--- src/rtl/core/mse_pkg.sv ---
`timescale 1ns / 1ps
// ----------------------------------------------------------------------------
// MIPS subset execute unit package
// Shared types, opcodes and widths for the execute unit and its submodules.
// ----------------------------------------------------------------------------
package mse_pkg;

  localparam int unsigned NumRegs    = 32;
  localparam int unsigned RegIdxW    = 5;
  localparam int unsigned XLen       = 32;
  localparam int unsigned InDataW    = 40;   // instr_word, reg_index, pad
  localparam int unsigned OutDataW   = 104;  // all result fields, pad

  localparam logic [XLen-1:0] TextBaseReset = 32'h0040_0000;
  localparam logic [RegIdxW-1:0] LinkReg     = 5'd31;
  localparam logic [RegIdxW-1:0] ZeroReg     = 5'd0;

  // Primary opcodes.
  localparam logic [5:0] OpSpecial = 6'h00;
  localparam logic [5:0] OpJal     = 6'h03;
  localparam logic [5:0] OpBne     = 6'h05;
  localparam logic [5:0] OpBlez    = 6'h06;
  localparam logic [5:0] OpAddi    = 6'h08;
  localparam logic [5:0] OpAndi    = 6'h0C;

  // Function codes under the special opcode.
  localparam logic [5:0] FnSll = 6'h00;
  localparam logic [5:0] FnSrl = 6'h02;
  localparam logic [5:0] FnJr  = 6'h08;
  localparam logic [5:0] FnAdd = 6'h20;

  // Request kinds carried on the input tuser bit.
  localparam logic ReqExec = 1'b0;
  localparam logic ReqRead = 1'b1;

  typedef struct packed {
    logic               en;
    logic [RegIdxW-1:0] idx;
    logic [XLen-1:0]    val;
  } reg_wr_t;

  typedef struct packed {
    logic [XLen-1:0] read_value;
    reg_wr_t         wr;
    logic            halt;
    logic [XLen-1:0] next_pc;
  } exec_res_t;

endpackage

--- src/rtl/core/mse_regfile.sv ---
`timescale 1ns / 1ps
// ----------------------------------------------------------------------------
// MIPS subset register file
// 32 x 32 storage with two registered read ports, write bypass and
// per-entry valid bits so that unwritten registers read as zero.
// ----------------------------------------------------------------------------
module mse_regfile (
  input  logic                          clk_i,
  input  logic                          rst_ni,
  input  logic                          rd_en_i,
  input  logic [mse_pkg::RegIdxW-1:0]   rd_addr_a_i,
  input  logic [mse_pkg::RegIdxW-1:0]   rd_addr_b_i,
  input  mse_pkg::reg_wr_t              wr_i,
  output logic [mse_pkg::XLen-1:0]      rd_data_a_o,
  output logic [mse_pkg::XLen-1:0]      rd_data_b_o
);
  import mse_pkg::*;

  logic [XLen-1:0]    mem [NumRegs];
  logic [NumRegs-1:0] valid_q;
  logic [XLen-1:0]    rd_a_q;
  logic [XLen-1:0]    rd_b_q;

  always_ff @(posedge clk_i or negedge rst_ni) begin
    if (!rst_ni) begin
      valid_q <= '0;
    end else if (wr_i.en) begin
      valid_q[wr_i.idx] <= 1'b1;
    end
  end

  always_ff @(posedge clk_i) begin
    if (wr_i.en) begin
      mem[wr_i.idx] <= wr_i.val;
    end
  end

  // A write landing in the same cycle is forwarded to the reader.
  always_ff @(posedge clk_i) begin
    if (rd_en_i) begin
      if (wr_i.en && (wr_i.idx == rd_addr_a_i)) begin
        rd_a_q <= wr_i.val;
      end else begin
        rd_a_q <= valid_q[rd_addr_a_i] ? mem[rd_addr_a_i] : '0;
      end
      if (wr_i.en && (wr_i.idx == rd_addr_b_i)) begin
        rd_b_q <= wr_i.val;
      end else begin
        rd_b_q <= valid_q[rd_addr_b_i] ? mem[rd_addr_b_i] : '0;
      end
    end
  end

  assign rd_data_a_o = rd_a_q;
  assign rd_data_b_o = rd_b_q;

endmodule

--- src/rtl/core/mse_exec.sv ---
`timescale 1ns / 1ps
// ----------------------------------------------------------------------------
// MIPS subset execute logic
// Decodes one instruction or serves a read; computes write-back and next pc.
// ----------------------------------------------------------------------------
module mse_exec (
  input  logic                      req_i,
  input  logic [mse_pkg::XLen-1:0]  instr_i,
  input  logic [mse_pkg::XLen-1:0]  pc_i,
  input  logic [mse_pkg::XLen-1:0]  rs_val_i,
  input  logic [mse_pkg::XLen-1:0]  rt_val_i,
  output mse_pkg::exec_res_t        res_o
);
  import mse_pkg::*;

  logic [5:0]         opc;
  logic [5:0]         fn;
  logic [RegIdxW-1:0] rt;
  logic [RegIdxW-1:0] rd;
  logic [4:0]         sh;
  logic [XLen-1:0]    imm_sx;
  logic [XLen-1:0]    imm_zx;
  logic [XLen-1:0]    pc_plus4;
  logic [XLen-1:0]    br_target;
  reg_wr_t            wr;

  assign opc       = instr_i[31:26];
  assign rt        = instr_i[20:16];
  assign rd        = instr_i[15:11];
  assign sh        = instr_i[10:6];
  assign fn        = instr_i[5:0];
  assign imm_sx    = {{16{instr_i[15]}}, instr_i[15:0]};
  assign imm_zx    = {16'h0000, instr_i[15:0]};
  assign pc_plus4  = pc_i + 32'd4;
  assign br_target = pc_plus4 + {imm_sx[29:0], 2'b00};

  always_comb begin
    res_o            = '0;
    res_o.next_pc    = pc_plus4;
    wr               = '0;
    if (req_i == ReqRead) begin
      res_o.next_pc    = pc_i;
      res_o.read_value = rs_val_i;
    end else if (instr_i == '0) begin
      res_o.next_pc = pc_i;
      res_o.halt    = 1'b1;
    end else begin
      unique case (opc)
        OpSpecial: begin
          unique case (fn)
            FnAdd: wr = '{en: 1'b1, idx: rd, val: rs_val_i + rt_val_i};
            FnSll: wr = '{en: 1'b1, idx: rd, val: rt_val_i << sh};
            FnSrl: wr = '{en: 1'b1, idx: rd, val: rt_val_i >> sh};
            FnJr:  res_o.next_pc = rs_val_i;
            default: ;
          endcase
        end
        OpAddi: wr = '{en: 1'b1, idx: rt, val: rs_val_i + imm_sx};
        OpAndi: wr = '{en: 1'b1, idx: rt, val: rs_val_i & imm_zx};
        OpBlez: begin
          if ((rs_val_i == '0) || rs_val_i[XLen-1]) begin
            res_o.next_pc = br_target;
          end
        end
        OpBne: begin
          if (rs_val_i != rt_val_i) begin
            res_o.next_pc = br_target;
          end
        end
        OpJal: begin
          wr            = '{en: 1'b1, idx: LinkReg, val: pc_plus4};
          res_o.next_pc = {pc_i[31:28], instr_i[25:0], 2'b00};
        end
        default: ;
      endcase
      // Register zero is hardwired; a write to it is dropped entirely.
      if (wr.en && (wr.idx != ZeroReg)) begin
        res_o.wr = wr;
      end
    end
  end

endmodule

--- src/rtl/core/mips_subset_execute_unit.sv ---
`timescale 1ns / 1ps
// Timing: the input register loads at the input transfer, and the result register
// when the item leaves the input stage. Throughput: one item per cycle while the
// output is not stalled; a register written by one instruction is forwarded into
// the operand read of the next, so dependent items go back to back.
// Reset: asynchronous, active low; clears the register file valid bits and
// both pipeline valid flags, and loads the program counter with 0x00400000.
// ----------------------------------------------------------------------------
// MIPS subset execute unit
// Executes one instruction word or serves one register read per transfer,
// holding a 32-entry register file and the program counter.
// ----------------------------------------------------------------------------
module mips_subset_execute_unit (
  input  logic                           clk_i,
  input  logic                           rst_ni,
  // Configuration: text_base write, which loads the program counter.
  input  logic                           cfg_we_i,
  input  logic [mse_pkg::XLen-1:0]       cfg_wdata_i,
  // Input stream.
  input  logic                           s_axis_tvalid,
  output logic                           s_axis_tready,
  // [31:0] instr_word, [36:32] reg_index, [39:37] zero.
  input  logic [mse_pkg::InDataW-1:0]    s_axis_tdata,
  // [0] req_type.
  input  logic                           s_axis_tuser,
  // Output stream.
  output logic                           m_axis_tvalid,
  input  logic                           m_axis_tready,
  // [31:0] next_pc, [32] halt, [33] reg_write, [38:34] write_index,
  // [70:39] write_value, [102:71] read_value, [103] zero.
  output logic [mse_pkg::OutDataW-1:0]   m_axis_tdata
);
  import mse_pkg::*;

  // The input stage holds the accepted request together with its operands,
  // which the register file reads at the transfer edge. The result stage
  // holds the finished result until the downstream side takes it.
  logic              a_valid_q;
  logic              a_req_q;
  logic [XLen-1:0]   a_instr_q;
  logic              res_valid_q;
  exec_res_t         res_q;
  logic [XLen-1:0]   pc_q;

  logic              in_xfer;
  logic              advance;
  logic [XLen-1:0]   rs_val;
  logic [XLen-1:0]   rt_val;
  logic [RegIdxW-1:0] rd_addr_a;
  exec_res_t         exec_res;
  reg_wr_t           rf_wr;

  // The item in the input stage moves on whenever the result stage is empty
  // or is being emptied in this cycle; the input side is open whenever the
  // input stage is empty or moving on.
  assign advance       = a_valid_q && (!res_valid_q || m_axis_tready);
  assign s_axis_tready = !a_valid_q || advance;
  assign in_xfer       = s_axis_tvalid && s_axis_tready;

  // A read request uses port A for its register; an instruction uses it for rs.
  assign rd_addr_a = (s_axis_tuser == ReqRead) ? s_axis_tdata[36:32] : s_axis_tdata[25:21];

  // State changes commit only when the instruction leaves the input stage,
  // so a stalled item never writes twice.
  always_comb begin
    rf_wr    = exec_res.wr;
    rf_wr.en = exec_res.wr.en && advance;
  end

  mse_regfile u_regfile (
    .clk_i       (clk_i),
    .rst_ni      (rst_ni),
    .rd_en_i     (in_xfer),
    .rd_addr_a_i (rd_addr_a),
    .rd_addr_b_i (s_axis_tdata[20:16]),
    .wr_i        (rf_wr),
    .rd_data_a_o (rs_val),
    .rd_data_b_o (rt_val)
  );

  mse_exec u_exec (
    .req_i    (a_req_q),
    .instr_i  (a_instr_q),
    .pc_i     (pc_q),
    .rs_val_i (rs_val),
    .rt_val_i (rt_val),
    .res_o    (exec_res)
  );

  always_ff @(posedge clk_i or negedge rst_ni) begin
    if (!rst_ni) begin
      a_valid_q <= 1'b0;
    end else if (s_axis_tready) begin
      a_valid_q <= s_axis_tvalid;
    end
  end

  always_ff @(posedge clk_i) begin
    if (in_xfer) begin
      a_req_q   <= s_axis_tuser;
      a_instr_q <= s_axis_tdata[31:0];
    end
  end

  // The program counter follows each executed item; a configuration write
  // reloads it and must come only while the unit is idle, which is not enforced.
  always_ff @(posedge clk_i or negedge rst_ni) begin
    if (!rst_ni) begin
      pc_q <= TextBaseReset;
    end else if (cfg_we_i) begin
      pc_q <= cfg_wdata_i;
    end else if (advance) begin
      pc_q <= exec_res.next_pc;
    end
  end

  always_ff @(posedge clk_i or negedge rst_ni) begin
    if (!rst_ni) begin
      res_valid_q <= 1'b0;
    end else if (advance) begin
      res_valid_q <= 1'b1;
    end else if (m_axis_tready) begin
      res_valid_q <= 1'b0;
    end
  end

  always_ff @(posedge clk_i) begin
    if (advance) begin
      res_q <= exec_res;
    end
  end

  assign m_axis_tvalid = res_valid_q;
  assign m_axis_tdata  = {1'b0, res_q.read_value, res_q.wr.val, res_q.wr.idx,
                          res_q.wr.en, res_q.halt, res_q.next_pc};

endmodule

--- config.mk ---
export PLATFORM = sky130hd
export DESIGN_NAME = mips_subset_execute_unit
export DESIGN_NICKNAME = d
export VERILOG_FILES = /design/src/rtl/core/mse_pkg.sv /design/src/rtl/core/mse_regfile.sv /design/src/rtl/core/mse_exec.sv /design/src/rtl/core/mips_subset_execute_unit.sv
export SDC_FILE = /design/constraint.sdc
export NUM_CORES = 2
export LEC_CHECK = 0
export ABC_AREA = 1
export BUFFER_PORTS_ARGS = -buffer_cell sky130_fd_sc_hd__buf_2
export CAP_MARGIN = 20
export CORE_MARGIN = 5
export CORE_UTILIZATION = 35
export DETAILED_ROUTE_END_ITERATION = 8
export PLACE_DENSITY = 0.57
export SLEW_MARGIN = 40
export SYNTH_ARGS = -nofsm -noshare
export SYNTH_HDL_FRONTEND = slang
export SYNTH_SLANG_ARGS = --single-unit
--- constraint.sdc ---
create_clock -name clk_i -period 6.7 [get_ports clk_i]
set_clock_uncertainty 0.2 [all_clocks]
set_input_delay 0.335 -clock clk_i [delete_from_list [all_inputs] [get_ports clk_i]]
set_output_delay 0.335 -clock clk_i [all_outputs]
set_load 0.01 [all_outputs]
==> run summary <==
Crit Path Class: flip-flop to flip-flop
Buffers & Inverters on Critical Path: 4
CTS sink count: 1290
Syn avg cell area: 8.377 um2
CTS tree: yes
Clock Path Buffers: 3
GR Layer Usage met3: 5.876%
Setup crit start kind: flip-flop
Outcome: finished clean
CTS Hold Buffers Added: 97
Share of cells above drive strength 1: 8.523%
WL/cell: 27.32 um
Hold Fails Final Rpt: 0
Core box area: 0.2098 mm2
Met2 usage: 42.37%
Slew headroom: 36.23%
Initial cell density of the core: 35.22%
Vias per cell: 5.913
Ys flop type: edfxtp_1
Final Slew Violations: 0
Fmax: 215.4 MHz
Vias in the first global route: 65770
Slowest stage cell, crit path: clkinv_1
Chip height: 469.5 um
Yosys cell types: 57
Die ar.: 0.2204 mm2
Routed wire length: 323.5 mm
RSZ-0062 raised after global routing: false
VDD IR max: 0.2001 mV
Seq/Total Area, Yosys: 51.98%
DRT Pass-1 Iters: 7
Worst Path Required: 6990 ps
Final ANT Viol Nets: 0
Post-synth ARST share: 5.116%
Detailed Place HPWL: 200.8 mm
Crit path cell chain: clkinv_1 > buf_4 > nand2_1 > nand3_1 > nand3_1 > nand3_1 > nand3_1 > o21ai_0 > nor2_1 > nand2_1 > nand2_1 > nand3_1 > nand2_1 > inv_1 > buf_4
Num rows: 168
Cts repair resizes: 0
GRT Util Overall: 27.93%
Util after Layout: 40.30%
Max_cap viols: 0
Ys Warns: 0
Post-CTS Setup Bufs: 0
Critical Path Max Stage Delay: 760 ps
Max H-tree Level: 4
Total grt overflow: 0
Routed vias: 70020
Crit path DAT: 4930 ps
Initial antenna violation count: 14
Die width: 469.5 um
Final Critical Period: 4642 ps
Initial DRC Count: 10020
First-pass GRT wire length: 458.8 mm
Worst-Skew Late Latency: 820 ps
Area delta synth->final: 14.41%
DR DRC count: 0
Synth Instances: 8820
CP Max Fanout: 33
Gpl congestion: 1.023
Syn Std Cell Area: 0.07389 mm2
Critical path's most frequent cell: nand3_1
CTS root buf: clkbuf_16
Delay-heaviest family, CP: simple AND/OR/NAND/NOR gates
# port buffers: 179
Seq cells post-synth: 1290
Fin nets: 9089
Gr busiest metal: met2
Met1 Use GR: 37.83%
EDFF count, synth: 1224
Hold Crit Class: primary input to flip-flop
Pwr per Cell Area: 256.7 mW/mm2
Io pins: 184
Clock transition at the registers of the reported paths: 80 ps
Setup-failing EPs final: 0
Worst Tran Pin Value: 956.5 ps
Largest net degree at the start of global routing: 206
Leak pwr: 0.03373 uW
Post-route clock period utilization: 69.28%
Cts bufs inserted: 147
Final TNS setup: 0 ps
CP Capture Type: flip-flop
[cell usage after synthesis (18+ instances only)]
master	n	area [um2]
a21oi_1	495	2477
a22oi_1	25	187.7
buf_1	62	232.7
buf_2	202	1011
clkbuf_1	290	1089
dfrtp_1	65	1627
edfxtp_1	1224	36760
ha_1	98	1226
inv_1	598	2245
nand2_1	2141	8036
nand3_1	1362	6817
nand3b_1	18	135.1
nand4_1	69	431.7
nor2_1	746	2800
nor3_1	26	130.1
o211ai_1	96	720.7
o21ai_0	830	4154
o21bai_1	29	217.7
o221ai_1	170	1489
o22ai_1	21	131.4
o31ai_1	28	210.2
or2_2	20	125.1
xor2_1	28	245.2
[layer usage]
metal	part of all wire [%]	wire length [um]
met2	43	140200
met3	11	35730
met4	5.5	17670
met5	0.0040	13
met1	40	130000
[stage by stage]
stage          instances  hold slack, ps  area [um2]  worst slack [ps]  total power [uW]
2_1_floorplan       8852          -160.6       74010              1219             11850
3_3_place_gp       11440           188.2       78060              2034             13420
3_5_place_dp       11470           197.8       78580              2231             13430
4_1_cts            11840          0.5641       84420              2215             21670
5_1_grt            11840           68.19       84530              1947             22450
6_report           11840           65.25       84530              2058             21700
[cells by family (layout without fill, tap and decap cells)]
group / count (synthesis) / in the layout / share of synthesized area, %
fa+ha+maj: 101 / 101 / 1.741
xor+xnor: 35 / 35 / 0.4251
buf+inv: 1182 / 1364 / 6.454
flops: 1290 / 1290 / 51.98
other cells: 1 / 35 / 0.005075
compound gates: 1751 / 1751 / 13.54
simple gates: 4460 / 4460 / 25.85
[registers in the layout, indices dropped and copies added, names as in the netlist]
register	cells
u_regfile.mem	1024
m_axis_tdata	103
a_instr_q	32
pc_q	32
u_regfile.rd_data_a_o	32
u_regfile.rd_data_b_o	32
u_regfile.valid_q	32
a_req_q	1
a_valid_q	1
m_axis_tvalid	1
[final cells by class]
type | instances | area (um2)
diodes | 2 | 5.005
well taps | 2805 | 3510
multi-input cells | 6380 | 31300
repair buffers | 477 | 4103
inverters | 614 | 2362
clock inverters | 93 | 923.4
fillers | 20900 | 125200
clock buffers | 180 | 3928
flip-flops and latches | 1290 | 38410
[tightest hold or removal path, stage by stage]
cell and delay, ps:
buf_2 90, buf_4 240, nand2_1 130, o21ai_0 70, o21bai_1 160
[layout by cell type, fill, tap and decap left out, drive strengths merged, types with 33 or more instances in the layout]
cell type and count:
clkinv 74, o21ai 852, buf 381, nand2 2157
edfxtp 1224, conb 33, clkbuf 180, a21oi 500
o211ai 96, dlygate4sd3 96, nand4 71, dfrtp 65
inv 616, nor2 761, o221ai 170, ha 98
nand3 1370
[where the power goes]
group | leakage, uW | switching, uW | internal (uW) | total [uW]
logic | 0.0170 | 2990 | 1180 | 4170
registers | 0.0143 | 312 | 8980 | 9290
clock network | 0.00237 | 3560 | 4680 | 8240
total | 0.0337 | 6870 | 14800 | 21700
[path summary, 6_finish.rpt]
kind | from | end | slack (ps) | cells after the start
worst min-delay path | cfg_we_i | pc_q[15] | 70 | 5
worst min register to register | u_regfile.valid_q[0] | u_regfile.valid_q[0] | 210 | 0
min in group asynchronous | rst_ni | pc_q[22] | 410 | 3
max in group asynchronous | rst_ni | u_regfile.valid_q[20] | 5410 | 4
worst max register to register | a_instr_q[6] | u_regfile.mem[20][31] | 2060 | 15
worst max-delay path | a_instr_q[6] | u_regfile.mem[20][31] | 2060 | 15
Power figures use the tool's default switching activity.
